### src/design/pjib_pkg.sv
// Package for the per-joint influence bounding box block.
// Holds the transaction structs, command and state types and shared constants.
// No dependencies.
package pjib_pkg;

    // Default storage sizes for the top-level parameters.
    localparam int DEF_MAX_TARGET_JOINTS = 256;
    localparam int DEF_MAX_SKIN_JOINTS   = 256;

    // Depth of the command queue between front and back.
    localparam int Q_DEPTH = 4;
    localparam int Q_AW    = $clog2(Q_DEPTH);
    localparam int Q_CW    = $clog2(Q_DEPTH + 1);

    // Configuration port.
    localparam int CFG_IW = 2;
    localparam int CFG_DW = 17;
    localparam logic [CFG_IW-1:0] CFG_SKIN_COUNT   = 2'd0;
    localparam logic [CFG_IW-1:0] CFG_TARGET_COUNT = 2'd1;
    localparam logic [CFG_IW-1:0] CFG_WEIGHT_THR   = 2'd2;

    localparam logic [8:0]  RST_SKIN_COUNT   = 9'd256;
    localparam logic [8:0]  RST_TARGET_COUNT = 9'd256;
    localparam logic [16:0] RST_WEIGHT_THR   = 17'd66;

    // Operation codes of an input transaction.
    localparam logic [1:0] OP_LOAD = 2'd0;
    localparam logic [1:0] OP_INFL = 2'd1;
    localparam logic [1:0] OP_EMIT = 2'd2;

    // Result status codes.
    localparam logic [1:0] ST_OK       = 2'd0;
    localparam logic [1:0] ST_NO_PROBE = 2'd1;
    localparam logic [1:0] ST_RANGE    = 2'd2;

    localparam logic [3:0] PROBES_PER_BOX = 4'd8;
    localparam logic [2:0] LAST_CORNER    = 3'd7;

    // One input transaction.
    typedef struct packed {
        logic [1:0]         operation;
        logic [7:0]         skin_joint;
        logic [7:0]         map_target;
        logic               map_valid;
        logic [16:0]        weight;
        logic signed [31:0] pos_x;
        logic signed [31:0] pos_y;
        logic signed [31:0] pos_z;
        logic [7:0]         emit_joint;
    } t_item;

    // One result transaction.
    typedef struct packed {
        logic [1:0]         status;
        logic [3:0]         probe_count;
        logic [2:0]         corner_index;
        logic signed [31:0] corner_x;
        logic signed [31:0] corner_y;
        logic signed [31:0] corner_z;
        logic               last;
    } t_result;

    // Commands handed from the front to the back.
    typedef enum logic [1:0] {
        CMD_ERR,
        CMD_UPD,
        CMD_EMIT
    } t_cmd;

    typedef struct packed {
        t_cmd               cmd;
        logic [7:0]         joint;
        logic signed [31:0] pos_x;
        logic signed [31:0] pos_y;
        logic signed [31:0] pos_z;
    } t_cmd_entry;

    // Queue fill state seen by front and back.
    typedef struct packed {
        logic            empty;
        logic [Q_CW-1:0] count;
    } t_q_stat;

    // One stored box.
    typedef struct packed {
        logic signed [31:0] min_x;
        logic signed [31:0] min_y;
        logic signed [31:0] min_z;
        logic signed [31:0] max_x;
        logic signed [31:0] max_y;
        logic signed [31:0] max_z;
    } t_box;

    // Back-end sequencer states.
    typedef enum logic [1:0] {
        B_IDLE,
        B_UPD,
        B_EMIT
    } t_bstate;

endpackage

### src/design/pjib_front.sv
// Front end: accepts transactions, holds the joint map and the configuration,
// classifies each item and pushes commands for the back end. Uses pjib_pkg.
module pjib_front #(
    parameter int MAX_TARGET_JOINTS = pjib_pkg::DEF_MAX_TARGET_JOINTS,
    parameter int MAX_SKIN_JOINTS   = pjib_pkg::DEF_MAX_SKIN_JOINTS
) (
    input  logic                          i_clk,
    input  logic                          i_rst_n,
    input  logic                          i_start,
    input  pjib_pkg::t_item               i_item,
    output logic                          o_busy,
    input  logic                          i_cfg_we,
    input  logic [pjib_pkg::CFG_IW-1:0]   i_cfg_index,
    input  logic [pjib_pkg::CFG_DW-1:0]   i_cfg_data,
    input  pjib_pkg::t_q_stat             i_q_stat,
    output logic                          o_push,
    output pjib_pkg::t_cmd_entry          o_push_entry
);

    localparam int SAW = (MAX_SKIN_JOINTS > 1) ? $clog2(MAX_SKIN_JOINTS) : 1;
    localparam logic [12:0] SKIN_LIM   = 13'(MAX_SKIN_JOINTS);
    localparam logic [12:0] TARGET_LIM = 13'(MAX_TARGET_JOINTS);
    localparam int Q_CW_T = pjib_pkg::Q_CW;

    // Configuration registers.
    logic [8:0]  r_skin_cnt;
    logic [8:0]  r_target_cnt;
    logic [16:0] r_weight_thr;

    // Classify stage.
    logic             r_f_valid;
    pjib_pkg::t_item  r_f;
    logic [8:0]       r_map_q;
    logic [8:0]       r_map [MAX_SKIN_JOINTS];

    logic             accept;
    logic [SAW+7:0]   in_sj_ext;
    logic [SAW-1:0]   map_addr;
    logic             in_sj_ok;
    logic [Q_CW_T:0]  fill;

    // Accept when the queue has room for every item already in flight.
    assign fill   = {1'b0, i_q_stat.count} + {{Q_CW_T{1'b0}}, r_f_valid};
    assign o_busy = (fill >= (Q_CW_T + 1)'(pjib_pkg::Q_DEPTH));
    assign accept = i_start && !o_busy;

    assign in_sj_ext = {{SAW{1'b0}}, i_item.skin_joint};
    assign map_addr  = in_sj_ext[SAW-1:0];
    assign in_sj_ok  = (13'(i_item.skin_joint) < SKIN_LIM);

    // Control and configuration registers.
    always_ff @(posedge i_clk) begin
        if (!i_rst_n) begin
            r_skin_cnt   <= pjib_pkg::RST_SKIN_COUNT;
            r_target_cnt <= pjib_pkg::RST_TARGET_COUNT;
            r_weight_thr <= pjib_pkg::RST_WEIGHT_THR;
            r_f_valid    <= 1'b0;
        end else begin
            r_f_valid <= accept;
            if (i_cfg_we) begin
                unique case (i_cfg_index)
                    pjib_pkg::CFG_SKIN_COUNT:   r_skin_cnt   <= i_cfg_data[8:0];
                    pjib_pkg::CFG_TARGET_COUNT: r_target_cnt <= i_cfg_data[8:0];
                    pjib_pkg::CFG_WEIGHT_THR:   r_weight_thr <= i_cfg_data;
                    default: ;
                endcase
            end
        end
    end

    // Item capture and joint map: registered read on every accepted item, write on a map load.
    always_ff @(posedge i_clk) begin
        if (accept) begin
            r_f     <= i_item;
            r_map_q <= r_map[map_addr];
            if (i_item.operation == pjib_pkg::OP_LOAD && in_sj_ok) begin
                r_map[map_addr] <= i_item.map_valid ? {1'b1, i_item.map_target} : 9'd0;
            end
        end
    end

    // Classification of the held item into a back-end command.
    logic sj_bad;
    logic tgt_bad;
    logic emit_bad;

    assign sj_bad   = ({1'b0, r_f.skin_joint} >= r_skin_cnt)
                   || (13'(r_f.skin_joint) >= SKIN_LIM);
    assign tgt_bad  = ({1'b0, r_map_q[7:0]} >= r_target_cnt)
                   || (13'(r_map_q[7:0]) >= TARGET_LIM);
    assign emit_bad = ({1'b0, r_f.emit_joint} >= r_target_cnt)
                   || (13'(r_f.emit_joint) >= TARGET_LIM);

    always_comb begin
        o_push             = 1'b0;
        o_push_entry.cmd   = pjib_pkg::CMD_ERR;
        o_push_entry.joint = r_f.skin_joint;
        o_push_entry.pos_x = r_f.pos_x;
        o_push_entry.pos_y = r_f.pos_y;
        o_push_entry.pos_z = r_f.pos_z;
        if (r_f_valid) begin
            case (r_f.operation)
                pjib_pkg::OP_INFL: begin
                    if (r_f.weight > r_weight_thr) begin
                        if (sj_bad) begin
                            o_push = 1'b1;
                        end else if (r_map_q[8] && !tgt_bad) begin
                            o_push             = 1'b1;
                            o_push_entry.cmd   = pjib_pkg::CMD_UPD;
                            o_push_entry.joint = r_map_q[7:0];
                        end
                    end
                end
                pjib_pkg::OP_EMIT: begin
                    o_push             = 1'b1;
                    o_push_entry.joint = r_f.emit_joint;
                    if (!emit_bad) begin
                        o_push_entry.cmd = pjib_pkg::CMD_EMIT;
                    end
                end
                default: ;
            endcase
        end
    end

endmodule

### config.mk
export PLATFORM = sky130hd
export DESIGN_NAME = pjib_front
export DESIGN_NICKNAME = d
export VERILOG_FILES = /design/src/design/pjib_pkg.sv /design/src/design/pjib_front.sv
export SDC_FILE = /design/constraint.sdc
export NUM_CORES = 2
export LEC_CHECK = 0
export BUFFER_PORTS_ARGS = -buffer_cell sky130_fd_sc_hd__buf_2
export CORE_MARGIN = 2
export CORE_UTILIZATION = 50
export CTS_BUF_LIST = sky130_fd_sc_hd__clkbuf_8
export DETAILED_ROUTE_END_ITERATION = 12
export PLACE_DENSITY = 0.66
export SLEW_MARGIN = 15
export SYNTH_ARGS = -nofsm -noshare
export SYNTH_HDL_FRONTEND = slang
export SYNTH_SLANG_ARGS = --single-unit
### constraint.sdc
create_clock -name i_clk -period 11.3 [get_ports i_clk]
set_clock_uncertainty 0.2 [all_clocks]
set_input_delay 1.13 -clock i_clk [delete_from_list [all_inputs] [get_ports i_clk]]
set_output_delay 1.13 -clock i_clk [all_outputs]
set_load 0.02 [all_outputs]
==> flow_results.org <==
** Floorplanning
- Vertical die dimension :: ~440 um
- The floorplan step defined a die boundary enclosing a little under 200,000 um^2.
- Die W :: about 440 um
- Core region area :: 191,000 um^2
- Starting density of the core :: approximately half
- Standard-cell rows :: between 150 and 200
- In this run the count of I/O pins placed on the die edge is 275.

** Pwr
- Seq pwr share :: 56.2%
- The internal portion of the total power is between 10 and 15 mW.
- PnR Total Power :: approximately 18 mW
- Combinational logic burns ~5.3% of the power.
- Dividing total power by cell area gives a power density of roughly 170 nW/um^2.
- The share of total power dissipated in the clock network is about two fifths.
- Maximum vdd drop :: 0.000115 V
- In this run the power spent charging and discharging nets is 4.05 mW.
- In this run switching power makes up 22.4% of total power.
- Static Leakage :: about 36 nW

** STA
- For the finished layout, the period the worst path requires is 5.31 ns.
- For this run, the top clock speed supported by timing is about 0.19 GHz.
- Setup repair after global routing left no endpoint under its margin.
- Share of the clock period used by the worst path :: 47.0%
- For the pin with the worst max-slew slack, the measured transition is ~1.2 ns.
- For the final routed database, the setup TNS stands at 0 ns.
- The number of slew-limit violations in the final report came to 0.
- Setup violations remaining at the end of the flow were counted as 0.
- Final count of hold timing violations :: 0
- Across all hold checks on the routed design, the worst slack comes to a little over 0.09 ns.
- Headroom to the max-slew limit came out at a little over a fifth.

** CTS
- CTS tree :: yes
- The clock net in this run drives a total of 2,480 sinks.
- The H-tree generated during clock tree synthesis spans 5 levels.
- Max Root-Sink Buffers :: 4
- Clock root buffer master :: sky130_fd_sc_hd__clkbuf_8
- The number of clock buffers added by TritonCTS is just over 400.
- Clk slew on worst S/H paths :: 0.06 ns
- Post-CTS setup buffers :: 0
- The later pin in the worst-skew pair is clocked with a latency of around 1.1 ns.
- Number of gates resized after cts :: 0
- Hold repair after CTS inserted 110 buffers.

** Logic synthesis
- In the synthesized netlist the dominant register cell turns out to be sky130_fd_sc_hd__edfxtp_1.
- After synthesis, flip-flops and latches occupy between 70% and 80% of the total area.
- The synthesized netlist devotes about 1.9% of its cell area to compound gates.
- Post-synth top area share :: between 70 and 80%
- Mux share of post-synthesis cell area :: between 10% and 20%
- Yosys Warn Count :: 0
- EDFF count, synth :: ~2,400
- Summing the areas of all fa, ha and maj instances in the mapped netlist gives less than 1% of the synthesized area.
- The cell area that synthesis handed to floorplanning was 96,200 um^2.
- Post-synth net total :: 4,642
- Ys async rst share :: 0%
- Synthesis produced a netlist whose cell count is ~4,400.
- Number of distinct library cells after synthesis :: slightly below 60
- Simple logic cell fraction of the synthesized area :: around 2.6%
- In the post-synthesis netlist, the biggest area contributors are sky130_fd_sc_hd__edfxtp_1 (76%), sky130_fd_sc_hd__mux4_2 (15%), sky130_fd_sc_hd__nor2_1 (1.2%).
- Dominant combinational cell family by area after synthesis :: multiplexers
- Mean area per synthesized cell :: roughly 22 um^2
- Area leader, netlist :: sky130_fd_sc_hd__edfxtp_1
- After Yosys synthesis, XOR and XNOR cells account for 0% of the synthesized area.
- Number of synthesized register bits :: ~2,500

** Route
- The final route contains roughly 48,000 vias.
- For this run, design rule violations remaining after detail routing come to 0.
- First drt pass iteration count :: 7
- In the final routed layout, each cell accounts on average for roughly 31 um.
- The first routing iteration left 5,643 violations.
- In the routed layout, each cell is associated on average with a via count of between 6 and 7.
- Final antenna-violating net count :: 0
- Total wire length after detailed routing :: between 200 and 250 mm

** Layout
- Final net count :: just over 5,000
- Share of cells above drive strength 1 :: approximately 29%
- The filler cells instantiated in the layout total roughly 14,000.
- In the layout the commonest cells are sky130_fd_sc_hd__edfxtp_1 (2,444), sky130_fd_sc_hd__mux4_2 (649), sky130_fd_sc_hd__clkbuf_8 (414), sky130_fd_sc_hd__nor2_1 (315), sky130_fd_sc_hd__buf_2 (268).
- For this run, the share of the core covered by cells in the final layout is 56.7%.
- Leading cell type in the layout, fill and taps excluded :: sky130_fd_sc_hd__edfxtp_1
- From synthesis to final layout, the design area changed by 12.3%.

** Critical path
- The worst setup path is of the reg2out kind.
- STA classifies the critical path startpoint as a register.
- At the worst endpoint, the required time is between 9 and 10 ns.
- Critical path endpoint category :: primary output
- For the worst setup path, the data arrival time is 3.98 ns.
- Along the worst path, the maximum fanout reaches 16.
- The setup check on the worst reg-to-reg path leaves a slack of ~6.1 ns.

** Placement
- Number of port buffers :: 273
- The congestion estimate from routability-driven global placement came to a little under 0.9.
- After legalization and detailed placement, the total HPWL measured about 140 mm.

** Run
- Max-cap viol count :: 0

** Global route
- Pin count of the biggest net entering global routing :: 193
- The via count of the first global-routing pass was between 40,000 and 50,000.
- For this run the aggregate overflow at the end of global routing stands at 0.
- The initial antenna violation count was 9.
- Global routing usage summed across all routing layers :: approximately 24%
- The first global-routing pass estimated roughly 340 mm of wire.

** Status
- Outcome :: finished, final reports clean

** Min path
- Path category of the worst min-delay check :: in2reg
-- cell families after synthesis --
family	Yosys count
buf+inv	369
mux	721
fa+ha+maj	43
flops	2480
compound gates	251
simple gates	568
-- worst max-delay path, stage by stage, from the launching register on --
cell	delay (ns)
sky130_fd_sc_hd__edfxtp_1	0.41
sky130_fd_sc_hd__ha_1	0.33
sky130_fd_sc_hd__nand4_1	0.13
sky130_fd_sc_hd__nor4_1	0.37
sky130_fd_sc_hd__a21boi_0	0.26
sky130_fd_sc_hd__o31a_1	0.23
sky130_fd_sc_hd__o211ai_1	0.46
sky130_fd_sc_hd__a311o_1	0.53
sky130_fd_sc_hd__buf_2	0.17
-- sequential cells by signal, summed over array words and instances (netlist names) --
signal and count:
r_f 35, r_target_cnt 9, r_f_valid 1, r_weight_thr 17, r_map 2304, o_push_entry 96
r_map_q 9, r_skin_cnt 9
-- area by class of cell --
class                      instances  area, um^2  area share [%]
clock buffer                     413        5680            5.26
tap                             2511        3140            2.91
clock inverter                   289        1360            1.26
timing repair buffer             461        3260            3.02
antenna                            3        7.51         0.00695
inverter                          40         150           0.139
sequential                      2480       74100            68.6
multi-input combinational       1583       20300            18.8
-- final timing paths --
path,from,cells after the start,end
setup reg to reg,r_f_valid,8,r_map[123][5]
hold / removal,i_item[67],1,o_push_entry[59]
setup / recovery,r_f[115],8,o_push_entry[99]
hold reg to reg,r_weight_thr[4],2,r_weight_thr[4]
-- through the flow --
stage,worst slack (ns),instance area [um^2],cells
3_3_place_gp,5.04,99800,6964
5_1_grt,5.76,108000,7778
2_1_floorplan,4.25,96200,4432
6_report,5.99,108000,7780
4_1_cts,5.89,108000,7776
3_5_place_dp,5.06,99800,6964
-- per-layer routing --
metal  vias up  routed length (um)  track usage, %
met4         6                8030            8.69
met2      2560              114000            37.5
met3       432               22200            5.63
li1      19500                   -               -
met1     25100               95200            34.0
met5         -                  40               0
-- synthesized netlist by cell type, types with 36 or more instances --
cell type                  instances
sky130_fd_sc_hd__a22oi_1          44
sky130_fd_sc_hd__a21oi_1          39
sky130_fd_sc_hd__inv_1            40
sky130_fd_sc_hd__nor2_1          316
sky130_fd_sc_hd__clkbuf_1        118
sky130_fd_sc_hd__edfxtp_1       2444
sky130_fd_sc_hd__buf_2            67
sky130_fd_sc_hd__mux4_2          649
sky130_fd_sc_hd__mux2i_1          71
sky130_fd_sc_hd__nand2_1         101
sky130_fd_sc_hd__dfxtp_1          36
sky130_fd_sc_hd__buf_4           113
sky130_fd_sc_hd__ha_1             43
-- power groups by stage --
stage	registers, mW	logic (mW)	clock network [mW]
global route	10.2	0.995	7.46
global placement	10.3	0.903	0
detailed placement	10.3	0.919	0
CTS	10.2	0.951	7.08
finish	10.2	0.948	6.96
floorplan	10.4	0.551	0
Note: power is estimated with default switching activity, not from simulation.
