`src/design/pjib_pkg.sv`:
```
// Package for the per-joint influence bounding box block.
// Holds the transaction structs, command and state types and shared constants.
// No dependencies.
package pjib_pkg;

    // Default storage sizes for the top-level parameters.
    localparam int DEF_MAX_TARGET_JOINTS = 256;
    localparam int DEF_MAX_SKIN_JOINTS   = 256;

    // Depth of the command queue between front and back.
    localparam int Q_DEPTH = 4;
    localparam int Q_AW    = $clog2(Q_DEPTH);
    localparam int Q_CW    = $clog2(Q_DEPTH + 1);

    // Configuration port.
    localparam int CFG_IW = 2;
    localparam int CFG_DW = 17;
    localparam logic [CFG_IW-1:0] CFG_SKIN_COUNT   = 2'd0;
    localparam logic [CFG_IW-1:0] CFG_TARGET_COUNT = 2'd1;
    localparam logic [CFG_IW-1:0] CFG_WEIGHT_THR   = 2'd2;

    localparam logic [8:0]  RST_SKIN_COUNT   = 9'd256;
    localparam logic [8:0]  RST_TARGET_COUNT = 9'd256;
    localparam logic [16:0] RST_WEIGHT_THR   = 17'd66;

    // Operation codes of an input transaction.
    localparam logic [1:0] OP_LOAD = 2'd0;
    localparam logic [1:0] OP_INFL = 2'd1;
    localparam logic [1:0] OP_EMIT = 2'd2;

    // Result status codes.
    localparam logic [1:0] ST_OK       = 2'd0;
    localparam logic [1:0] ST_NO_PROBE = 2'd1;
    localparam logic [1:0] ST_RANGE    = 2'd2;

    localparam logic [3:0] PROBES_PER_BOX = 4'd8;
    localparam logic [2:0] LAST_CORNER    = 3'd7;

    // One input transaction.
    typedef struct packed {
        logic [1:0]         operation;
        logic [7:0]         skin_joint;
        logic [7:0]         map_target;
        logic               map_valid;
        logic [16:0]        weight;
        logic signed [31:0] pos_x;
        logic signed [31:0] pos_y;
        logic signed [31:0] pos_z;
        logic [7:0]         emit_joint;
    } t_item;

    // One result transaction.
    typedef struct packed {
        logic [1:0]         status;
        logic [3:0]         probe_count;
        logic [2:0]         corner_index;
        logic signed [31:0] corner_x;
        logic signed [31:0] corner_y;
        logic signed [31:0] corner_z;
        logic               last;
    } t_result;

    // Commands handed from the front to the back.
    typedef enum logic [1:0] {
        CMD_ERR,
        CMD_UPD,
        CMD_EMIT
    } t_cmd;

    typedef struct packed {
        t_cmd               cmd;
        logic [7:0]         joint;
        logic signed [31:0] pos_x;
        logic signed [31:0] pos_y;
        logic signed [31:0] pos_z;
    } t_cmd_entry;

    // Queue fill state seen by front and back.
    typedef struct packed {
        logic            empty;
        logic [Q_CW-1:0] count;
    } t_q_stat;

    // One stored box.
    typedef struct packed {
        logic signed [31:0] min_x;
        logic signed [31:0] min_y;
        logic signed [31:0] min_z;
        logic signed [31:0] max_x;
        logic signed [31:0] max_y;
        logic signed [31:0] max_z;
    } t_box;

    // Back-end sequencer states.
    typedef enum logic [1:0] {
        B_IDLE,
        B_UPD,
        B_EMIT
    } t_bstate;

endpackage

```
`src/design/pjib_queue.sv`:
```
// Short command queue between front and back end.
// Uses the command entry and status types of pjib_pkg.
module pjib_queue (
    input  logic                  i_clk,
    input  logic                  i_rst_n,
    input  logic                  i_push,
    input  pjib_pkg::t_cmd_entry  i_push_entry,
    input  logic                  i_pop,
    output pjib_pkg::t_cmd_entry  o_head,
    output pjib_pkg::t_q_stat     o_stat
);

    pjib_pkg::t_cmd_entry            r_mem [pjib_pkg::Q_DEPTH];
    logic [pjib_pkg::Q_AW-1:0]       r_wr_ptr;
    logic [pjib_pkg::Q_AW-1:0]       r_rd_ptr;
    logic [pjib_pkg::Q_CW-1:0]       r_count;

    assign o_head       = r_mem[r_rd_ptr];
    assign o_stat.empty = (r_count == '0);
    assign o_stat.count = r_count;

    // Pointers and fill count.
    always_ff @(posedge i_clk) begin
        if (!i_rst_n) begin
            r_wr_ptr <= '0;
            r_rd_ptr <= '0;
            r_count  <= '0;
        end else begin
            if (i_push) begin
                r_wr_ptr <= (r_wr_ptr == pjib_pkg::Q_AW'(pjib_pkg::Q_DEPTH - 1))
                            ? '0 : r_wr_ptr + 1'b1;
            end
            if (i_pop) begin
                r_rd_ptr <= (r_rd_ptr == pjib_pkg::Q_AW'(pjib_pkg::Q_DEPTH - 1))
                            ? '0 : r_rd_ptr + 1'b1;
            end
            if (i_push && !i_pop) begin
                r_count <= r_count + 1'b1;
            end else if (i_pop && !i_push) begin
                r_count <= r_count - 1'b1;
            end
        end
    end

    // Entry storage.
    always_ff @(posedge i_clk) begin
        if (i_push) begin
            r_mem[r_wr_ptr] <= i_push_entry;
        end
    end

endmodule

```
`config.mk`:
```
export PLATFORM = sky130hd
export DESIGN_NAME = pjib_queue
export DESIGN_NICKNAME = d
export VERILOG_FILES = /design/src/design/pjib_pkg.sv /design/src/design/pjib_queue.sv
export SDC_FILE = /design/constraint.sdc
export NUM_CORES = 1
export LEC_CHECK = 0
export ABC_AREA = 1
export BUFFER_PORTS_ARGS = -buffer_cell sky130_fd_sc_hd__buf_2
export CAP_MARGIN = 0
export CORE_MARGIN = 1
export CORE_UTILIZATION = 45
export CTS_CLUSTER_DIAMETER = 30
export CTS_CLUSTER_SIZE = 28
export DETAILED_ROUTE_END_ITERATION = 16
export HOLD_SLACK_MARGIN = 0.08
export PLACE_DENSITY = 0.68
export SLEW_MARGIN = 20
export SYNTH_ARGS = -nofsm -noshare
export SYNTH_HDL_FRONTEND = slang
export SYNTH_SLANG_ARGS = --single-unit
```
`constraint.sdc`:
```
create_clock -name i_clk -period 6.6 [get_ports i_clk]
set_input_delay 0 -clock i_clk [delete_from_list [all_inputs] [get_ports i_clk]]
set_output_delay 0 -clock i_clk [all_outputs]
set_load 0.05 [all_outputs]
```
==> results of run 1 <==
==> power by group through the flow <==
stage | Combinational, mW | Clock [mW] | Sequential, mW
2_1_floorplan | 0.635 | 0 | 3.24
3_3_place_gp | 0.864 | 0 | 3.24
3_5_place_dp | 0.876 | 0 | 3.24
4_1_cts | 0.935 | 3.96 | 3.19
5_1_grt | 0.996 | 4.10 | 3.20
6_report | 0.932 | 3.90 | 3.19
==> critical path, stage by stage (launching register included) <==
cell and delay [ps]:
dfxtp_4 330, buf_4 390, inv_6 870, buf_4 860, o21ai_0 180, o22ai_1 220
buf_2 310
==> repair_timing <==
action	CTS	global route
hold buffers	112	0
endpoints found under the setup margin	0	0
hold endpoints to repair	433	0
==> per-layer routing <==
layer | track usage | vias to the layer above
met5 | 0 | -
met4 | 0.0748 | 0
met3 | 0.0602 | 47
met2 | 0.326 | 328
met1 | 0.234 | 4973
li1 | - | 4829
==> state kept, by name, indices dropped and copies added (netlist names), named ones only <==
| name | flops |
|---|---|
| r_mem | 424 |
| r_count | 3 |
| r_wr_ptr | 2 |
| r_rd_ptr | 2 |
==> kinds of logic after synthesis <==
group	Yosys count	synth area share
AO/OA/AOI/OAI	324	0.109
AND/OR/NAND/NOR	233	0.0546
XOR/XNOR	1	0.000542
buffers and inverters	84	0.0307
adder cells (fa/ha/maj)	7	0.00589
flip-flops	433	0.800
==> cell type report <==
cell class                 count  area (sq um)  share of cell area
inverter                      16          76.3             0.00359
clock inverter                55           633              0.0298
sequential                   433         12900               0.608
timing repair buffer         342          2310               0.109
clock buffer                  85          2000              0.0940
antenna                        3          7.51            0.000353
tap                          461           577              0.0271
multi-input combinational    565          2740               0.129
==> per-stage QoR <==
stage | hold WS [ps] | cell area, sq um | util
after floorplan | 98.9 | 16100 | -
after global placement | 213 | 17500 | 0.494
after detailed placement | 215 | 17500 | 0.494
after CTS | 127 | 21200 | 0.600
after global routing | 145 | 21300 | 0.601
final | 153 | 21300 | 0.601
==> Yosys cell counts <==
cell type | count | area [sq um]
a21oi_1 | 3 | 15.0
buf_2 | 14 | 70.1
buf_4 | 11 | 82.6
buf_6 | 15 | 169
clkbuf_1 | 23 | 86.3
clkbuf_2 | 5 | 25.0
dfxtp_1 | 9 | 180
edfxtp_1 | 424 | 12700
fa_1 | 1 | 20.0
ha_1 | 6 | 75.1
inv_1 | 14 | 52.6
inv_2 | 1 | 3.75
inv_4 | 1 | 6.26
nand2_1 | 8 | 30.0
nand3_1 | 1 | 5.00
nand4_1 | 1 | 6.26
nor2_1 | 220 | 826
nor3_1 | 3 | 15.0
o21ai_0 | 134 | 671
o21ai_1 | 81 | 405
o22ai_1 | 106 | 663
xor2_1 | 1 | 8.76
==> how the worst max path moves through the flow <==
stage | from | to | slack, ps | cells past startpoint
after CTS | register | o_head[11] | 2680 | 6
after global placement | register | o_head[102] | 3460 | 6
after detailed placement | register | o_head[11] | 3340 | 6
after global routing | register | o_head[11] | 2420 | 6
after floorplan | r_wr_ptr[0] | r_mem[3][0] | 3500 | 3
final | register | o_head[11] | 2650 | 6
==> layout by cell type, fill, tap and decap left out, types with 10 or more instances in the layout <==
cell type / n
edfxtp_1: 424
clkinv_1: 10
o22ai_1: 106
clkinv_2: 11
dlygate4sd3_1: 112
o21ai_0: 134
buf_4: 10
buf_2: 219
clkbuf_16: 79
nor2_1: 220
inv_1: 10
o21ai_1: 81
==> qor.yml, run 1 <==
numCtsBuffers: 79
setup_viol: 0
met2WireLength_um: 17500
cts.path.max_buffers: 3
critPathCaptureType: "output port"
final_antenna_net_count: 0
rows: 69
cellLeakagePower_nw: 7.65
crit_arrival_ps: 3950
hpwlAfterDp_um: 17800
htree_levels: 3
drive_above_1_share: 0.242
worst-setup-path-type: "register to output port"
post_drt_wl_per_cell_um: 18.1
finalPower_mw: 8.02
setup_tns_ps: 0
hold_viol: 0
ys_seq_elements: 433
overflow: 0
min_to: "r_mem[0][18]"
nFillCells: 2649
netlist_area_sq_mm: 0.0161
r2r_setup_slack_ps: 4090
core_area_sq_mm: 0.0354
hold_depth: 2
required_ps: 6600
cp_max_fo: 127
maxSlewHeadroom: 0.248
p_sw_mw: 2.10
antenna_found_initial: 3
num_vias: 10200
nets: 1554
die_area_sq_mm: 0.0366
place_ws_ps: 3340
wl_met1_um: 14500
finalClockSkew_ps: 15.6
die_h_um: 191
fin_crit_ps: 3950
start_util: 0.456
min_from: "i_push_entry[18]"
viasPerCell: 5.19
drt_iter0_markers: 618
final.period_utilization: 0.598
rsz0062_at_grt: "no"
dr_wl_met3_um: 2920
yosysUniqueCellTypes: 22
clock_sinks: 433
cts_setup_buffers: 0
grt_first_pass_wirelength_um: 54400
stdcell_count: 1960
drt_pass1_iterations: 5
syn-instance-count: 1082
gp_congestion: 0.688
status: "complete, no violations"
cap_violations: 0
syn_nets: 1199
reg2reg_depth: 4
seqPwrFrac: 0.398
grt.total_usage: 0.194
pin_count: 220
start_kind: "register"
numPortBuffers: 219
syn_avg_cell_area_sq_um: 14.9
worst_pin_slew_ps: 1130
fin_ws_ps: 2650
hold_path.class: "primary input to register"
p_clk_frac: 0.486
timing.rr.start: "r_wr_ptr[0]"
grt_pass1_vias: 10300
ys_warn_count: 0
switching_share: 0.262
highest_layer: "met4"
clk_latency_ps: 590
pwr-share-comb: 0.116
fmaxAchievable_ghz: 0.253
drc_errors: 0
intPower_mw: 5.92
cts_tree: "yes"
path_clk_slew_ps: 50
slew_viol_final: 0
cts_resized: 0
synth-seq-area-share: 0.800
r2r-end: "r_mem[3][25]"
wirelength_um: 35500
dp.cells: 1704
areaGrowthSynthToFinish_pct: 31.7
fp.dieW_um: 191
grt_max_degree: 128
powerDensity_mw_per_mm2: 377
root_buffer: "clkbuf_16"
ir_drop_mv: 0.293
Note: power is estimated with default switching activity, not from simulation.
==> run 2, diff against run 1 <==
- ABC_AREA: 1 -> 0
- clock period: 6.6 -> 4 ns (I/O delays scaled with it)
==> qor.yml, run 2 <==
grt.total_usage: 0.186
switching_share: 0.245
setup_viol: 0
crit_chain: "buf_4 > mux4_2 > buf_2"
ir_drop_mv: 0.481
drive_above_1_share: 0.455
num_vias: 7843
worst_pin_slew_ps: 834
yosys.cell_count.top_type: "edfxtp_1"
synth-main-ff-cell: "edfxtp_1"
fin_crit_ps: 2580
syn-instance-count: 597
syn_nets: 714
cpPeakStageDelay_ps: 600
numCtsBuffers: 84
overflow: 0
critPathSlowestCell: "mux4_2"
htree_levels: 3
antenna_found_initial: 2
die_h_um: 189
rsz0062_at_grt: "no"
rows: 68
fmaxAchievable_ghz: 0.387
critPathCaptureType: "output port"
async_reset_ff_frac: 0
intPower_mw: 10.4
hold_path.class: "primary input to register"
netlist_area_sq_mm: 0.0157
root_buffer: "clkbuf_16"
fin_ws_ps: 1420
hpwlAfterDp_um: 17500
final.period_utilization: 0.646
grt_first_pass_wirelength_um: 49500
seqPwrFrac: 0.384
ys_seq_elements: 433
met2WireLength_um: 16400
cts_setup_buffers: 0
pwr-share-comb: 0.102
syn_avg_cell_area_sq_um: 26.4
pin_count: 220
nets: 1116
yosysUniqueCellTypes: 21
maxSlewHeadroom: 0.444
numPortBuffers: 219
cp_max_fo: 26
placed_cell_area_sq_mm: 0.0174
reg_top3: "r_mem: 424 flops, r_count: 3 flops"
gp_congestion: 0.687
grt_max_degree: 107
largest_register: "r_mem"
drc_errors: 0
areaGrowthSynthToFinish_pct: 36.2
netlist.area_leader.share: 0.809
final_cell_area_sq_mm: 0.0214
hold_viol: 0
wirelength_um: 32400
crit_arrival_ps: 2580
cts.path.max_buffers: 3
final_common_cell: "edfxtp_1"
post_drt_wl_per_cell_um: 21.3
synth_edf_count: 424
p_clk_frac: 0.514
stdcell_count: 1524
synth-seq-area-share: 0.820
viasPerCell: 5.15
holdWs_ps: 163
dr_wl_met3_um: 2450
clock_sinks: 433
synth_top_area_cell: "edfxtp_1"
cellLeakagePower_nw: 7.46
cap_violations: 0
synth_area_leaders: "edfxtp_1 81%, mux4_2 15%, dfxtp_1 1.1%, buf_8 0.48%, ha_1 0.48%"
required_ps: 4000
final_cell_mix: "424 x edfxtp_1, 219 x buf_2, 110 x dlygate4sd3_1"
core_area_sq_mm: 0.0345
wl_met1_um: 13000
fp.dieW_um: 189
dp.cells: 1258
cts_tree: "yes"
powerDensity_mw_per_mm2: 640
finalClockSkew_ps: 15.0
slew_viol_final: 0
path_clk_slew_ps: 50
final_antenna_net_count: 0
yosys-top-cells-count: "424 x edfxtp_1, 106 x mux4_2, 12 x buf_2, 9 x dfxtp_1"
start_kind: "register"
grt_pass1_vias: 8803
p_sw_mw: 3.37
start_util: 0.457
cts_resized: 0
setup_tns_ps: 0
highest_layer: "met4"
final_util: 0.622
nFillCells: 2354
drt_pass1_iterations: 5
finalPower_mw: 13.7
largest_register_ffs: 424
die_area_sq_mm: 0.0357
place_ws_ps: 1910
drt_iter0_markers: 443
clk_latency_ps: 580
worst-setup-path-type: "register to output port"
ys_warn_count: 0
status: "complete, no violations"
run 2: changes by cell type after synthesis, sizes merged, moves of 3 or more:
| cell | before | now |
|---|---|---|
| mux4 | 0 | 106 |
| inv | 16 | 4 |
| o22ai | 106 | 0 |
| o21ai | 215 | 1 |
| clkbuf | 28 | 6 |
| a21oi | 3 | 0 |
| buf | 40 | 18 |
| nor2 | 220 | 1 |
| nand2 | 8 | 0 |
| nor2b | 0 | 5 |
| and2 | 0 | 5 |
| mux2i | 0 | 4 |
run 2: what timing repair did:
| action | in CTS | in global routing |
|---|---|---|
| hold buffers | 110 | 0 |
| hold endpoints to repair | 446 | 0 |
| setup endpoints to repair | 0 | 0 |
run 2: layout make-up:
cell class / instances / area [sq um] / area share
Antenna cell: 2 / 5.00 / 0.000234
Clock buffer: 92 / 2180 / 0.102
Clock inverter: 62 / 728 / 0.0340
Inverter: 4 / 15.0 / 0.000701
Multi-Input combinational cell: 136 / 2650 / 0.124
Sequential cell: 433 / 12900 / 0.603
Tap cell: 455 / 569 / 0.0266
Timing Repair Buffer: 340 / 2350 / 0.110
run 2: path summary, 6_finish.rpt:
kind               startpoint           end  slack (ps)  cells after the start
max reg2reg       r_wr_ptr[0]  r_mem[2][38]        1930                      4
max                  register    o_head[42]        1420                      3
min reg2reg        r_count[2]    r_count[2]         520                      2
min          i_push_entry[99]  r_mem[1][99]         160                      2
run 2: worst max-delay path, delay by kind of cell, from the launching register on:
family,cells,cell delay (ps)
buffers and inverters,2,810
flip-flops,1,570
multiplexers,1,600
run 2: metal layers:
metal  track usage  up-vias
li1              -     3420
met1         0.232     4072
met2         0.307      301
met3        0.0567       50
met4        0.0676        0
met5             0        -
run 2: cell families (layout without fill, tap and decap cells):
logic type               Yosys count  after routing  synth area share
AO/OA/AOI/OAI                      3              3           0.00127
buffers and inverters             28            498            0.0117
other                              0              2                 0
adder cells (fa/ha/maj)            7              7           0.00604
AND/OR/NAND/NOR                   14             14           0.00525
flip-flops                       433            433             0.820
multiplexers                     110            110             0.154
XOR/XNOR                           2              2           0.00111
run 2: power by group through the flow:
stage / combinational [mW] / sequential (mW) / clock [mW]
after global placement: 1.31 / 5.35 / 0
after CTS: 1.41 / 5.28 / 7.16
after floorplan: 0.948 / 5.36 / 0
final: 1.40 / 5.27 / 7.05
after global routing: 1.47 / 5.29 / 7.39
after detailed placement: 1.32 / 5.36 / 0
